**config.mk**
```make
export PLATFORM = sky130hd
export DESIGN_NAME = rmth_ctrl
export DESIGN_NICKNAME = d
export VERILOG_FILES = /design/src/rtl/rmth_pkg.sv /design/src/rtl/rmth_ctrl.sv
export SDC_FILE = /design/constraint.sdc
export NUM_CORES = 1
export LEC_CHECK = 0
export ABC_AREA = 1
export BUFFER_PORTS_ARGS = -buffer_cell sky130_fd_sc_hd__buf_2
export CAP_MARGIN = 30
export CORE_MARGIN = 2
export CORE_UTILIZATION = 49
export DETAILED_ROUTE_END_ITERATION = 12
export PLACE_DENSITY = 0.76
export SLEW_MARGIN = 20
export SYNTH_ARGS = -nofsm -noshare
export SYNTH_HDL_FRONTEND = slang
export SYNTH_SLANG_ARGS = --single-unit
```
**constraint.sdc**
```tcl
create_clock -name clk -period 4.85 [get_ports clk]
set_clock_uncertainty 0.1 [all_clocks]
set_input_delay 0.97 -clock clk [delete_from_list [all_inputs] [get_ports clk]]
set_output_delay 0.97 -clock clk [all_outputs]
set_load 0.01 [all_outputs]
```
**src/rtl/rmth_pkg.sv**
```systemverilog
`timescale 1ns / 1ps
package rmth_pkg;
  localparam int SampleBits = 16;
  localparam int Capacity = 1024;
  localparam int HeapDepth = Capacity / 2 + 1;
  localparam int AddrBits = 10;
  localparam int CntBits = 10;
  localparam int TotBits = 11;

  typedef logic signed [SampleBits-1:0] smp_t;
  typedef logic [AddrBits-1:0] addr_t;
  typedef logic [CntBits-1:0] cnt_t;

  typedef enum logic [3:0] {
    ST_IDLE, ST_PUSH_RD, ST_PUSH_CMP, ST_POP_RD, ST_POP_RD2, ST_POP_CMP,
    ST_DONE, ST_OUT
  } state_t;

  typedef enum logic [2:0] {C_IDLE, C_INS, C_BAL, C_POPW, C_PUSH2, C_WAIT, C_RES}
    cst_t;

  // One heap operation request from the controller.
  typedef struct packed {
    logic start_push;
    logic start_pop;
    logic heap_sel;   // 0 lower (max), 1 upper (min)
    smp_t value;
  } cmd_t;

  typedef struct packed {
    logic busy;
    smp_t popped;
  } sts_t;
endpackage

```
**src/rtl/rmth_ctrl.sv**
```systemverilog
`timescale 1ns / 1ps
module rmth_ctrl
  import rmth_pkg::*;
(
  input  logic clk,
  input  logic rst_n,
  input  logic in_tvalid,
  output logic in_tready,
  input  smp_t in_sample,
  output logic out_tvalid,
  input  logic out_tready,
  output logic [31:0] out_tdata,
  output cmd_t cmd,
  input  sts_t sts,
  input  cnt_t lo_cnt,
  input  cnt_t up_cnt,
  input  smp_t lo_top,
  input  smp_t up_top
);
  cst_t st_r, st_nxt;
  logic ok_r, ok_nxt, ov_r, ov_nxt;
  smp_t s_r, s_nxt;
  logic [31:0] od_r, od_nxt;
  logic bsel_r, bsel_nxt;

  logic [TotBits-1:0] tot;
  logic signed [SampleBits:0] sum;
  smp_t med;
  always_comb begin
    tot = {1'b0, lo_cnt} + {1'b0, up_cnt};
    sum = {lo_top[SampleBits-1], lo_top} + {up_top[SampleBits-1], up_top};
    if (lo_cnt == '0) med = '0;
    else if (lo_cnt > up_cnt || up_cnt == '0) med = lo_top;
    else med = smp_t'((sum + {{SampleBits{1'b0}}, sum[SampleBits]}) >>> 1);
  end

  always_comb begin
    st_nxt = st_r; ok_nxt = ok_r; s_nxt = s_r; od_nxt = od_r; ov_nxt = ov_r;
    bsel_nxt = bsel_r;
    cmd = '0;
    in_tready = 1'b0;
    case (st_r)
      C_IDLE: begin
        in_tready = 1'b1;
        if (in_tvalid) begin
          s_nxt = in_sample;
          ok_nxt = tot < TotBits'(Capacity);
          st_nxt = ok_nxt ? C_INS : C_RES;
        end
      end
      C_INS: begin
        cmd.start_push = 1'b1;
        cmd.heap_sel = !(lo_cnt == '0 || s_r <= med);
        cmd.value = s_r;
        st_nxt = C_WAIT;
        bsel_nxt = 1'b0;
      end
      C_WAIT: if (!sts.busy) st_nxt = bsel_r ? C_RES : C_BAL;
      C_BAL: begin
        if (up_cnt > lo_cnt) begin
          cmd.start_pop = 1'b1; cmd.heap_sel = 1'b1; st_nxt = C_POPW;
        end else if (lo_cnt == up_cnt + 2'd2) begin
          cmd.start_pop = 1'b1; cmd.heap_sel = 1'b0; st_nxt = C_POPW;
        end else st_nxt = C_RES;
        bsel_nxt = !cmd.heap_sel;
      end
      C_POPW: if (!sts.busy) st_nxt = C_PUSH2;
      C_PUSH2: begin
        cmd.start_push = 1'b1; cmd.heap_sel = bsel_r; cmd.value = sts.popped;
        bsel_nxt = 1'b1;
        st_nxt = C_WAIT;
      end
      C_RES: begin
        if (!ov_r || out_tready) begin
          od_nxt = {4'b0, ok_r, tot, med};
          ov_nxt = 1'b1;
          st_nxt = C_IDLE;
        end
      end
      default: st_nxt = C_IDLE;
    endcase
    if (ov_r && out_tready && !(st_r == C_RES)) ov_nxt = 1'b0;
  end

  always_ff @(posedge clk) begin
    if (!rst_n) begin
      st_r <= C_IDLE; ov_r <= 1'b0;
    end else begin
      st_r <= st_nxt; ov_r <= ov_nxt;
    end
    ok_r <= ok_nxt; s_r <= s_nxt; od_r <= od_nxt; bsel_r <= bsel_nxt;
  end
  assign out_tvalid = ov_r;
  assign out_tdata = od_r;
endmodule

```
==> PnR_summary.wiki, run 1 <==
{| class="wikitable"
! Metric !! Value
|-
| Initial antenna violation count || 0
|-
| Placement Setup Slack || -0.535 ns
|-
| Total routing resource utilization after global routing || approximately 28%
|-
| Fin worst setup slack || -0.390 ns
|-
| Max-slew headroom || around half
|-
| Worst ir drop on vdd || about 0.00015 V
|-
| Post-DP HPWL || about 13 mm
|-
| Cell with the largest stage delay on the worst path || fa_2
|-
| Hold crit path type || reg -> reg
|-
| Die height || approximately 110 um
|-
| Setup repair after global routing missed its margin || yes
|-
| Number of max-capacitance violations reported || 0
|-
| Worst Setup Start Kind || input pin
|-
| Port Buffers || approximately 140
|-
| Count of flip-flops with a built-in enable after synthesis || 46
|-
| Placer congestion estimate || just over 0.9
|-
| Arrival time at the worst endpoint || about 4.2 ns
|-
| Antenna-violating nets left || 0
|-
| Achievable Freq || approximately 190 MHz
|-
| Layout cells sized above 1 || between 30% and 40%
|-
| Site row count || 37
|-
| Summed negative setup slack over all endpoints || -0.390 ns
|-
| Netlist Area Pre-Place || between 5000 and 6000 um^2
|-
| FFs w/ async S/R, synth || 0%
|-
| Post-Synth Simple-Gate Area || approximately 35%
|-
| Net count reported at finish || roughly 1,200
|-
| Average footprint of a synthesized cell || around 6.8 um^2
|-
| Startpoint of the lowest-slack hold path || ok_r
|-
| Core Box Area || between 10,000 and 15,000 um^2
|-
| Yosys reg bits || 50
|-
| Critical-path maximum fanout || 5
|-
| Vias per Instance || 5.20
|-
| Violations in the final reports || setup timing
|-
| Total number of vias || between 6,000 and 7,000
|-
| Placed standard-cell area || 7060 um^2
|-
| Final Hold Vio Count || 0
|-
| Result of the run || complete, but fails checks
|-
| Count of antenna diodes in the layout || 0
|-
| IO Count || between 100 and 150
|-
| Number of H-tree levels || 2
|-
| Floorplan die width || about 110 um
|-
| CTS buffer count || 5
|-
| Synthesized-area fraction occupied by ao, oa, aoi and oai cells || approximately a tenth
|-
| Type of the worst setup path || in -> out
|-
| Sequential-to-total area share from yosys stat || between 20% and 30%
|-
| Largest stage delay, worst path || slightly below 0.4 ns
|-
| Count of buffer and inverter cells on the critical path || 3
|-
| Final-report setup violation count || 1
|-
| Largest net degree at the start of global routing || 23
|-
| Buffer levels on the longest clock path || 2
|-
| Destination of the worst register-to-register timing path || st_r[2]
|-
| Multiplexer area fraction after synthesis || 0%
|-
| CTS Root Cell || clkbuf_8
|-
| Summed area of non-filler cells in the final layout || ~8000 um^2
|-
| Drt drc || 0
|-
| Post-synthesis to final-layout area growth || 46.6%
|-
| Fill cell total of the finished layout || roughly 850
|-
| Source of the worst register-to-register timing path || st_r[2]
|-
| Crit path top cell by count || nand2_1
|-
| Kind of cell with the highest combined delay on the critical path || simple AND/OR/NAND/NOR gates
|-
| DRC marker count from the first detailed-route iteration || 318
|-
| Final cycle utilization of the critical path || 108%
|-
| Total wire length after detailed routing || about 18 mm
|-
| Floorplan die area || between 10,000 and 15,000 um^2
|-
| Sum of overflow across all layers after global routing || 0
|-
| Post-synthesis instance total || between 700 and 800
|-
| First-pass GRT wire length || about 26 mm
|-
| Routed wire per std cell || about 15 um
|-
| Count of yosys warnings during synthesis || 0
|-
| Leakage power summed over all cells || 4.06 nW
|-
| Worst hold slack || roughly 0.32 ns
|-
| Minimum clock period || between 5 and 6 ns
|-
| Endpoint type of the worst setup path || output port
|-
| Capture endpoint of the worst hold path || out_tdata[27]
|-
| Total power divided by cell area || around 290 nW/um^2
|-
| Clock transition time at the flip-flop clock pins of the worst setup and hold paths || ~0.10 ns
|-
| Worst r2r path cells || 7
|-
| Register-to-register setup slack || roughly 2.3 ns
|-
| Core utilization of the finished layout || between 70% and 80%
|-
| DRT Pass-1 Iters || 5
|-
| Largest family of logic cells by synthesized area || simple AND/OR/NAND/NOR gates
|-
| Clk sinks || 50
|-
| Clk_lat worst skew || ~0.31 ns
|-
| Yosys cell types || 42
|-
| Count of cells along the worst hold path || 0
|-
| TritonCTS clock tree || built
|-
| Leading register cell type out of synthesis || edfxtp_1
|-
| Arithmetic-cell share of the synthesized area counting full adders, half adders and majority gates || 13.3%
|-
| Actual transition at the worst max-transition pin || 0.748 ns
|-
| Hold_buf cts || 0
|-
| Worst path required time || approximately 3.8 ns
|-
| Post-Synth XOR/XNOR Area || roughly 3.2%
|-
| Starting density of the core || approximately half
|-
| Number of pins with negative max-slew slack in the final report || 0
|-
| Number of global-route vias before repair || 5,714
|}
## what timing repair did
action	CTS	global route
endpoints found under the setup margin	1	1
cloned	0	1
pin swaps	34	29
setup buffers	5	8
gates resized for setup	51	52
## worst reg2reg max path, stage by stage (launching register included)
cell	delay, ns
dfxtp_1	0.82
inv_1	0.24
nand3_1	0.56
nand2_1	0.18
a211oi_1	0.30
nand3_1	0.11
nand2_1	0.07
a21oi_1	0.06
## layout make-up
cell class | count | area [um^2] | area share [%]
sequential | 50 | 1460 | 18.8
inverter | 146 | 551 | 7.08
timing repair buffer | 277 | 1790 | 23.0
clock buffer | 5 | 68.8 | 0.885
multi-input combinational | 579 | 3700 | 47.6
clock inverter | 3 | 42.5 | 0.547
tap | 136 | 170 | 2.19
## worst max-delay path by stage
stage	depth (start not counted)	slack, ns	from	end
after floorplan	23	0.004	lo_top[0]	cmd[16]
after global placement	27	-0.36	lo_top[0]	cmd[16]
after detailed placement	27	-0.53	lo_top[0]	cmd[16]
after CTS	23	-0.30	up_top[0]	cmd[16]
after global routing	27	-0.53	up_top[0]	cmd[16]
final	25	-0.39	up_top[0]	cmd[16]
## routing by layer
metal / wire [um] / vias to the layer above / part of all wire (%) / global-route usage, %
met5: 0 / - / 0 / 0
met4: 693 / 0 / 4.0 / 8.52
met3: 1130 / 58 / 6.4 / 3.38
met2: 8820 / 253 / 50 / 52.7
met1: 6890 / 2831 / 39 / 33.0
li1: - / 3077 / - / -
## flip-flops by register name, summed over array words and instances (netlist names)
register,count
out_tdata,28
out_tvalid,1
s_r,16
st_r,3
bsel_r,1
ok_r,1
## cells in the final DEF (no fill, tap or decap), drive strengths merged, types with 2 or more instances in the layout
cell type / instances
buf: 276
edfxtp: 46
xnor2: 3
inv: 147
conb: 4
nor2: 95
fa: 2
dfxtp: 4
and2: 3
o211ai: 3
a31oi: 2
ha: 53
a211oi: 2
nand2: 205
o21bai: 2
nand3: 85
nor3: 12
o31ai: 3
clkbuf: 6
xor2: 14
nor4: 5
nand4: 8
o21ai: 39
a21oi: 35
## cells in the mapped netlist (2+ instances only)
cell | count | share of area, %
a211oi_1 | 2 | 0.28
a21oi_1 | 31 | 2.9
a21oi_2 | 4 | 0.66
a31oi_1 | 2 | 0.24
and2_1 | 3 | 0.35
buf_4 | 6 | 0.85
clkbuf_1 | 5 | 0.35
dfxtp_1 | 4 | 1.5
edfxtp_1 | 46 | 26
fa_1 | 2 | 0.75
ha_1 | 53 | 12
inv_1 | 140 | 9.9
inv_2 | 6 | 0.42
nand2_1 | 192 | 14
nand2_2 | 12 | 1.4
nand3_1 | 80 | 7.5
nand3_2 | 3 | 0.57
nand3_4 | 2 | 0.66
nand4_1 | 8 | 0.94
nor2_1 | 81 | 5.7
nor2_2 | 13 | 1.5
nor3_1 | 10 | 0.94
nor3_2 | 2 | 0.38
nor4_1 | 5 | 0.59
o211ai_1 | 3 | 0.42
o21ai_0 | 33 | 3.1
o21ai_1 | 5 | 0.47
o21bai_1 | 2 | 0.28
o31ai_1 | 3 | 0.42
xnor2_1 | 2 | 0.33
xor2_1 | 12 | 2.0
xor2_2 | 2 | 0.61
## logic make-up (layout without fill, tap and decap cells)
logic type      Yosys count  after routing
compound gates           90             90
xor+xnor                 17             17
fa+ha+maj                55             55
buf+inv                 158            431
flops                    50             50
other cells               1              4
simple gates            413            413
## power breakdown
group	internal (mW)	switching (mW)	leakage [nW]
logic	0.543	0.745	3.55
clock network	0.154	0.151	0.0562
registers	0.569	0.0601	0.455
total	1.27	0.957	4.06
## stage by stage
stage,power (mW),instances
finish,2.22,1196
global route,2.38,1196
CTS,2.11,1187
detailed placement,1.75,1174
global placement,1.72,1173
floorplan,1.28,787
Note: power is estimated with default switching activity, not from simulation.
==> run 2: changes to the inputs <==
--- a/config.mk
+++ b/config.mk
@@ -5,13 +5,13 @@
 export SDC_FILE = /design/constraint.sdc
 export NUM_CORES = 1
 export LEC_CHECK = 0
-export ABC_AREA = 1
 export BUFFER_PORTS_ARGS = -buffer_cell sky130_fd_sc_hd__buf_2
 export CAP_MARGIN = 30
 export CORE_MARGIN = 2
 export CORE_UTILIZATION = 49
+export CTS_BUF_LIST = sky130_fd_sc_hd__clkbuf_8
 export DETAILED_ROUTE_END_ITERATION = 12
-export PLACE_DENSITY = 0.76
+export PLACE_DENSITY = 0.77
 export SLEW_MARGIN = 20
 export SYNTH_ARGS = -nofsm -noshare
 export SYNTH_HDL_FRONTEND = slang
==> run 2 against run 1 <==
- the flow still finishes with violations (setup timing)
- clock power down 13%
- critical path depth down 5
- register-to-register slack better by 0.34 ns
- core utilization down 3.6 points
- wire length down 16%
- fmax down 15%
- sequential power up 2%
- die area down 8.2%
- final area down 12%
- cell count down 22%
- count of clock-buffer cells in the layout unchanged
- critical path type unchanged
- critical endpoint unchanged
- highest routed layer unchanged
==> PnR_summary.wiki, run 2 <==
{| class="wikitable"
! Metric !! Value
|-
| Clk_lat worst skew || 0.32 ns (was 0.31 ns)
|-
| Post-synthesis instance total || 538 (was 784)
|-
| Placer congestion estimate || 0.896 (was 0.921)
|-
| Post-synthesis to final-layout area growth || 41.7% (was 46.6%)
|-
| Number of global-route vias before repair || 5,133 (was 5,714)
|-
| Core utilization of the finished layout || 71.1% (was 74.7%)
|-
| Drt drc || 0 (unchanged)
|-
| Synthesized-area fraction occupied by ao, oa, aoi and oai cells || 23.2% (was 9.62%)
|-
| Kind of cell with the highest combined delay on the critical path || simple AND/OR/NAND/NOR gates (unchanged)
|-
| Total wire length after detailed routing || 14.6 mm (was 17.5 mm)
|-
| Violations in the final reports || setup timing (unchanged)
|-
| Buffer levels on the longest clock path || 2 (unchanged)
|-
| Average footprint of a synthesized cell || 9.03 um^2 (was 6.77 um^2)
|-
| DRT Pass-1 Iters || 5 (unchanged)
|-
| Initial antenna violation count || 0 (unchanged)
|-
| CTS Root Cell || clkbuf_8 (unchanged)
|-
| Die height || 104 um (was 108 um)
|-
| Number of pins with negative max-slew slack in the final report || 0 (unchanged)
|-
| Multiplexer area fraction after synthesis || 1.08% (was 0%)
|-
| Antenna-violating nets left || 0 (unchanged)
|-
| Largest net degree at the start of global routing || 21 (was 23)
|-
| Count of antenna diodes in the layout || 0 (unchanged)
|-
| Clock power share || 13.0% (was 13.7%)
|-
| Post-Synth Simple-Gate Area || 19.2% (was 34.7%)
|-
| IO Count || 142 (unchanged)
|-
| First-pass GRT wire length || 23.4 mm (was 25.9 mm)
|-
| Hold crit path type || reg -> reg (unchanged)
|-
| Hold_buf cts || 0 (unchanged)
|-
| Largest stage delay, worst path || 0.44 ns (was 0.39 ns)
|-
| Met2 usage || 46.6% (was 52.7%)
|-
| Floorplan die area || 10,700 um^2 (was 11,700 um^2)
|-
| Total routing resource utilization after global routing || 26.1% (was 28.0%)
|-
| Netlist Area Pre-Place || 4860 um^2 (was 5310 um^2)
|-
| Commonest non-fill, non-tap cells in the layout || buf_2, buf_4, ha_1 (was nand2_1, buf_2, buf_4)
|-
| TritonCTS clock tree || built (unchanged)
|-
| Critical-path maximum fanout || 3 (was 5)
|-
| Series of cell instances along the critical path || buf_2 -> ha_2 -> fa_2 -> a211oi_4 -> buf_6 -> o211ai_1 -> nor3b_1 -> or4_4 -> nor4_4 -> nand4_1 -> mux2_2 -> a211oi_2 -> ha_1 -> nand4_1 -> nor2_2 -> buf_4 -> a211oi_2 -> mux2i_1 -> o22ai_2 -> buf_2
|-
| Most common cell after layout, fill and taps aside || buf_2 (was nand2_1)
|-
| Internal Power || 1.21 mW (was 1.27 mW)
|-
| Met3 track demand over resource || 3.46% (was 3.38%)
|-
| Cell with the largest stage delay on the worst path || or4_4 (was fa_2)
|-
| Top Usage Layer GRT || met2 (unchanged)
|-
| Sequential Power Share || 31.4% (was 28.3%)
|-
| Fraction of power spent switching nets || 40.6% (was 43.0%)
|-
| Actual transition at the worst max-transition pin || 0.762 ns (was 0.748 ns)
|-
| Routed wire per std cell || 15.7 um (was 14.7 um)
|-
| Yosys cell types || 69 (was 42)
|-
| Arrival time at the worst endpoint || 5.12 ns (was 4.17 ns)
|-
| Area share of the largest cell type after synthesis || 28.4% (was 26.0%)
|-
| Flip-flop count of the largest register, all copies and words added || 28 (unchanged)
|-
| Type of the worst setup path || in -> out (unchanged)
|-
| Result of the run || complete, but fails checks (unchanged)
|-
| Total power divided by cell area || 296 nW/um^2 (was 286 nW/um^2)
|-
| Port Buffers || 137 (unchanged)
|-
| Count of yosys warnings during synthesis || 0 (unchanged)
|-
| Fin worst setup slack || -1.34 ns (was -0.390 ns)
|-
| Worst Setup Start Kind || input pin (unchanged)
|-
| Sum of overflow across all layers after global routing || 0 (unchanged)
|-
| Largest family of logic cells by synthesized area || compound AO/OA/AOI/OAI gates (was simple AND/OR/NAND/NOR gates)
|-
| Worst ir drop on vdd || 0.000275 V (was 0.000149 V)
|-
| Yosys reg bits || 50 (unchanged)
|-
| CTS buffer count || 5 (unchanged)
|-
| Net count reported at finish || 944 (was 1,203)
|-
| Cell type contributing the most total cell area after synthesis || edfxtp_1 (unchanged)
|-
| Max-slew headroom || 49.2% (was 50.1%)
|-
| Total number of vias || 5,247 (was 6,219)
|-
| Final-report setup violation count || 1 (unchanged)
|-
| Most used standard cells in the synthesized netlist || ha_1, nor2_1, edfxtp_1 (was nand2_1, inv_1, nor2_1)
|-
| Vias per Instance || 5.62 (was 5.20)
|-
| Core Box Area || 9680 um^2 (was 10,400 um^2)
|-
| Number of H-tree levels || 2 (unchanged)
|-
| Site row count || 36 (was 37)
|-
| Count of buffer and inverter cells on the critical path || 4 (was 3)
|-
| Post-DP HPWL || 11.9 mm (was 13.4 mm)
|-
| Post-Synth XOR/XNOR Area || 7.01% (was 3.23%)
|-
| Sequential-to-total area share from yosys stat || 30.1% (was 27.5%)
|-
| Number of max-capacitance violations reported || 0 (unchanged)
|-
| Layout cells sized above 1 || 40.1% (was 39.2%)
|-
| Clk sinks || 50 (unchanged)
|-
| Arithmetic-cell share of the synthesized area counting full adders, half adders and majority gates || 14.5% (was 13.3%)
|-
| Comb power frac || 55.6% (was 58.0%)
|-
| Setup repair after global routing missed its margin || yes (unchanged)
|-
| Floorplan die width || 104 um (was 108 um)
|-
| Starting density of the core || 50.2% (was 50.9%)
|-
| Count of flip-flops with a built-in enable after synthesis || 46 (unchanged)
|-
| Clock transition time at the flip-flop clock pins of the worst setup and hold paths || 0.11 ns (was 0.10 ns)
|-
| Leading register cell type out of synthesis || edfxtp_1 (unchanged)
|-
| Leading post-synthesis cells by cell area || edfxtp_1, ha_1, nor2_1, xnor2_1, a22o_1 (was edfxtp_1, nand2_1, ha_1, inv_1, nand3_1)
|-
| Achievable Freq || 162 MHz (was 191 MHz)
|-
| Worst hold slack || 0.341 ns (was 0.319 ns)
|-
| Cell with the most instances after synthesis || ha_1 (was nand2_1)
|-
| Final Hold Vio Count || 0 (unchanged)
|-
| Switch Pwr || 827 uW (was 957 uW)
|-
| DRC marker count from the first detailed-route iteration || 249 (was 318)
|-
| Worst path required time || 3.78 ns (about the same)
|-
| Leakage power summed over all cells || 3.27 nW (was 4.06 nW)
|-
| Final cycle utilization of the critical path || 128% (was 108%)
|-
| Minimum clock period || 6.19 ns (was 5.24 ns)
|-
| Met1 capacity usage during global routing || 32.2% (was 33.0%)
|-
| Endpoint type of the worst setup path || output port (unchanged)
|-
| FFs w/ async S/R, synth || 0% (unchanged)
|}
## run 2: changes by cell type after synthesis, sizes merged, moves of 9 or more
cell,delta
nand2,-174
a22o,+17
clkbuf,+9
xnor2,+17
nor2,-47
a211oi,+14
a21o,+10
nand3,-74
a21oi,-9
inv,-109
## run 2: path summary, 6_finish.rpt
kind	slack, ns	to	cells after the start	startpoint
max	-1.34	cmd[16]	20	lo_top[0]
min	0.34	out_tdata[27]	0	ok_r
max reg2reg	2.66	out_tdata[16]	3	st_r[1]
min reg2reg	0.34	out_tdata[27]	0	ok_r
## run 2: what timing repair did
action / CTS / global route
setup buffers: 5 / 3
resized for setup: 3 / 10
setup endpoints to repair: 1 / 1
pin swaps: 7 / 12
## run 2: worst reg2reg max path: stages (launching register included)
cell and delay (ns):
dfxtp_1 0.63, nor2b_1 0.27, and3_1 0.47, buf_4 0.39
## run 2: area by class of cell
cell class                      instances  area (um^2)
Multi-Input combinational cell        432         3290
Fill cell                             718         2800
Clock buffer                            5         68.8
Clock inverter                          3         28.8
Inverter                               37          139
Timing Repair Buffer                  274         1730
Sequential cell                        50         1460
Tap cell                              133          166
## run 2: cells by family after synthesis
family,Yosys count
AO/OA/AOI/OAI,155
AND/OR/NAND/NOR,175
buffers and inverters,59
XOR/XNOR,38
adder cells (fa/ha/maj),55
multiplexers,5
other,1
flip-flops,50
## run 2: routing by layer
| layer | vias up | share of wire (%) |
|---|---|---|
| met1 | 2462 | 40 |
| met3 | 43 | 5.6 |
| met2 | 211 | 51 |
| met5 | - | 0 |
| met4 | 0 | 3.4 |
| li1 | 2531 | - |
## run 2: metrics by stage
stage	cell area (um^2)	instances	total power [mW]	worst slack (ns)	setup TNS, ns
after global placement	6640	917	1.67	-1.14	-1.14
final	6880	934	2.04	-1.34	-1.34
after detailed placement	6650	918	1.73	-1.38	-1.38
after floorplan	4910	541	1.27	-0.704	-0.704
after global routing	6880	934	2.16	-1.51	-1.51
after CTS	6800	931	2.00	-1.28	-1.28
## run 2: power by group through the flow
stage | sequential (mW) | clock [mW] | combinational [mW]
after detailed placement | 0.641 | 0 | 1.09
after floorplan | 0.603 | 0 | 0.669
after CTS | 0.632 | 0.266 | 1.10
after global routing | 0.647 | 0.286 | 1.23
final | 0.639 | 0.265 | 1.13
after global placement | 0.639 | 0 | 1.03
==> run 3: changes to the inputs <==
--- a/config.mk
+++ b/config.mk
@@ -7,11 +7,14 @@
 export LEC_CHECK = 0
 export BUFFER_PORTS_ARGS = -buffer_cell sky130_fd_sc_hd__buf_2
 export CAP_MARGIN = 30
+export CELL_PAD_IN_SITES_DETAIL_PLACEMENT = 1
+export CELL_PAD_IN_SITES_GLOBAL_PLACEMENT = 2
+export CORE_ASPECT_RATIO = 0.7
 export CORE_MARGIN = 2
-export CORE_UTILIZATION = 49
+export CORE_UTILIZATION = 32
 export CTS_BUF_LIST = sky130_fd_sc_hd__clkbuf_8
 export DETAILED_ROUTE_END_ITERATION = 12
-export PLACE_DENSITY = 0.77
+export PLACE_DENSITY = 0.81
 export SLEW_MARGIN = 20
 export SYNTH_ARGS = -nofsm -noshare
 export SYNTH_HDL_FRONTEND = slang
==> constraint.sdc (replaced) <==
create_clock -name clk -period 6.9 [get_ports clk]
set_clock_uncertainty 0.1 [all_clocks]
set_input_delay 1.38 -clock clk [delete_from_list [all_inputs] [get_ports clk]]
set_output_delay 1.38 -clock clk [all_outputs]
set_load 0.01 [all_outputs]
==> run 3 against run 2 <==
- the run still ends with setup timing left
- flip-flop and latch count unchanged
- combinational power down 32%
- critical endpoint unchanged
- first-iteration DRC count down 5.6%
- register-to-register slack better by 1.8 ns
- power down 31%
- cell count down 2.8%
- critical path depth up 2
- final area down 8.5%
- critical path type unchanged
- clock power down 27%
==> PnR_summary.wiki, run 3 (synthesis results as in run 2) <==
{| class="wikitable"
! Metric !! Value
|-
| Number of global-route vias before repair || 5,004 (was 5,133)
|-
| Worst Setup Start Kind || input pin (unchanged)
|-
| Worst path required time || 5.42 ns (was 3.78 ns)
|-
| CTS buffer count || 5 (unchanged)
|-
| DRC marker count from the first detailed-route iteration || 235 (was 249)
|-
| Drt drc || 0 (unchanged)
|-
| Total power divided by cell area || 224 nW/um^2 (was 296 nW/um^2)
|-
| Internal Power || 806 uW (was 1.21 mW)
|-
| Floorplan die area || 16,200 um^2 (was 10,700 um^2)
|-
| Most common cell after layout, fill and taps aside || buf_2 (unchanged)
|-
| Minimum clock period || around 7.0 ns
|-
| Layout cells sized above 1 || 32.3% (was 40.1%)
|-
| Clk sinks || 50 (unchanged)
|-
| Port Buffers || 137 (unchanged)
|-
| Vias per Instance || 5.32 (was 5.62)
|-
| Type of the worst setup path || in -> out (unchanged)
|-
| Number of pins with negative max-slew slack in the final report || 0 (unchanged)
|-
| Fraction of power spent switching nets || 42.9% (was 40.6%)
|-
| Source of the worst register-to-register timing path || st_r[1] (unchanged)
|-
| Post-DP HPWL || 13.8 mm (was 11.9 mm)
|-
| Violations in the final reports || setup timing (unchanged)
|-
| Max-slew headroom || 50.7% (was 49.2%)
|-
| IO Count || 142 (unchanged)
|-
| Number of H-tree levels || 2 (unchanged)
|-
| Buffer levels on the longest clock path || 2 (unchanged)
|-
| Placer congestion estimate || 0.856 (was 0.896)
|-
| Final Hold Vio Count || 0 (unchanged)
|-
| Summed negative setup slack over all endpoints || -0.0714 ns (was -1.34 ns)
|-
| Core Box Area || 14,800 um^2 (was 9680 um^2)
|-
| Worst r2r path cells || 3 (unchanged)
|-
| Final cycle utilization of the critical path || 101%
|-
| Launch point of the worst path || lo_top[0] (unchanged)
|-
| Setup repair after global routing missed its margin || yes (unchanged)
|-
| Actual transition at the worst max-transition pin || 0.740 ns (was 0.762 ns)
|-
| Clock power share || 13.7% (was 13.0%)
|-
| Clk_lat worst skew || 0.33 ns (was 0.32 ns)
|-
| Switch Pwr || 605 uW (was 827 uW)
|-
| Site row count || 37 (was 36)
|-
| DRT Pass-1 Iters || 4 (was 5)
|-
| Fin worst setup slack || -0.0714 ns (was -1.34 ns)
|-
| First-pass GRT wire length || 26.5 mm (was 23.4 mm)
|-
| Placed standard-cell area || 5980 um^2 (was 6650 um^2)
|-
| Total routing resource utilization after global routing || 20.9% (was 26.1%)
|-
| Clock transition time at the flip-flop clock pins of the worst setup and hold paths || 0.11 ns (about the same)
|-
| Achievable Freq || roughly 140 MHz
|-
| Endpoint type of the worst setup path || output port (unchanged)
|-
| Routed wire per std cell || 18.8 um (was 15.7 um)
|-
| Fill cell total of the finished layout || 1,792 (was 718)
|-
| Count of cells along the worst hold path || 0 (unchanged)
|-
| Die height || 107 um (was 104 um)
|-
| TritonCTS clock tree || built (unchanged)
|-
| Initial antenna violation count || 0 (unchanged)
|-
| Result of the run || complete, but fails checks (unchanged)
|-
| Sequential Power Share || 31.7% (was 31.4%)
|-
| CTS Root Cell || clkbuf_8 (unchanged)
|-
| Worst ir drop on vdd || 0.000119 V (was 0.000275 V)
|-
| Core utilization of the finished layout || 42.7% (was 71.1%)
|-
| Commonest non-fill, non-tap cells in the layout || buf_2, ha_1, nor2_1, buf_4, edfxtp_1 (was buf_2, buf_4, ha_1)
|-
| Arrival time at the worst endpoint || 5.49 ns (was 5.12 ns)
|-
| Post-synthesis to final-layout area growth || 29.7% (was 41.7%)
|-
| Final-report setup violation count || 1 (unchanged)
|-
| Summed area of non-filler cells in the final layout || 6300 um^2 (was 6880 um^2)
|-
| Antenna-violating nets left || 0 (unchanged)
|-
| Placement Setup Slack || -0.446 ns (was -1.38 ns)
|-
| Total wire length after detailed routing || 17.1 mm (was 14.6 mm)
|-
| Count of antenna diodes in the layout || 0 (unchanged)
|-
| Largest net degree at the start of global routing || 20 (was 21)
|-
| Starting density of the core || 32.9% (was 50.2%)
|-
| Startpoint of the lowest-slack hold path || ok_r (unchanged)
|-
| Critical-path maximum fanout || 3 (unchanged)
|-
| Floorplan die width || 151 um (was 104 um)
|-
| Total number of vias || 4,831 (was 5,247)
|-
| Leakage power summed over all cells || 2.86 nW (was 3.27 nW)
|-
| Hold crit path type || reg -> reg (unchanged)
|-
| Net count reported at finish || 856 (was 944)
|-
| Sum of overflow across all layers after global routing || 0 (unchanged)
|-
| Number of max-capacitance violations reported || 0 (unchanged)
|-
| Flip-flop count of the largest register, all copies and words added || 28 (unchanged)
|-
| Comb power frac || 54.5% (was 55.6%)
|}
run 3: changes by cell type in the layout (fill, tap and decap cells not counted), moves of 2 or more:
cell     delta
buf_4      -87
o21ai_2     +2
nor3_2      +2
buf_6       -2
run 3: layout make-up:
class | count | area, um^2 | share of cell area, %
multi-input combinational | 432 | 3280 | 52.1
sequential | 50 | 1460 | 23.2
timing repair buffer | 186 | 1080 | 17.2
tap | 195 | 244 | 3.87
inverter | 37 | 139 | 2.21
clock buffer | 5 | 68.8 | 1.09
clock inverter | 3 | 25.0 | 0.397
run 3: final timing paths:
path	end	slack, ns
hold reg to reg	out_tdata[27]	0.34
setup reg to reg	out_tdata[16]	4.51
hold / removal	out_tdata[27]	0.34
setup / recovery	cmd[16]	-0.07
run 3: critical path, stage by stage:
cell and delay (ns):
buf_4 0.13, ha_4 0.16, fa_2 0.39, a211oi_4 0.28
buf_4 0.17, nor3_2 0.05, or2_1 0.28, xnor2_1 0.21
a211oi_2 0.31, buf_4 0.17, nand3_1 0.09, xor2_1 0.16
a211o_1 0.27, ha_1 0.28, nand4_1 0.17, nor2_2 0.19
nand2_1 0.08, a211oi_2 0.19, a211oi_2 0.07, mux2i_1 0.13
o22ai_1 0.16, buf_2 0.17
run 3: through the flow:
step           instances  hold slack, ns  total power [mW]
3_3_place_gp         888           0.309              1.16
3_5_place_dp         888           0.313              1.18
6_report             908           0.339              1.41
4_1_cts              904           0.340              1.40
2_1_floorplan        541           0.300             0.886
5_1_grt              908           0.356              1.50
run 3: what timing repair did:
action,4_1_cts,5_1_grt
hold buffers,0,0
buffers inserted,8,2
endpoints found under the setup margin,1,1
pin swaps,23,7
gates resized for setup,22,2
gates cloned,0,0
run 3: metal layers:
metal | global-route usage, % | part of all wire [%] | up-vias
li1 | - | - | 2354
met1 | 29.9 | 48 | 2327
met2 | 33.5 | 46 | 134
met3 | 3.45 | 5.7 | 16
met4 | 3.47 | 1.1 | 0
met5 | 0 | 0 | -
run 3: power by group through the flow:
stage | clock (mW) | combinational, mW | sequential [mW]
2_1_floorplan | 0 | 0.462 | 0.424
3_3_place_gp | 0 | 0.706 | 0.453
3_5_place_dp | 0 | 0.729 | 0.455
4_1_cts | 0.198 | 0.758 | 0.448
5_1_grt | 0.208 | 0.843 | 0.454
6_report | 0.193 | 0.769 | 0.448
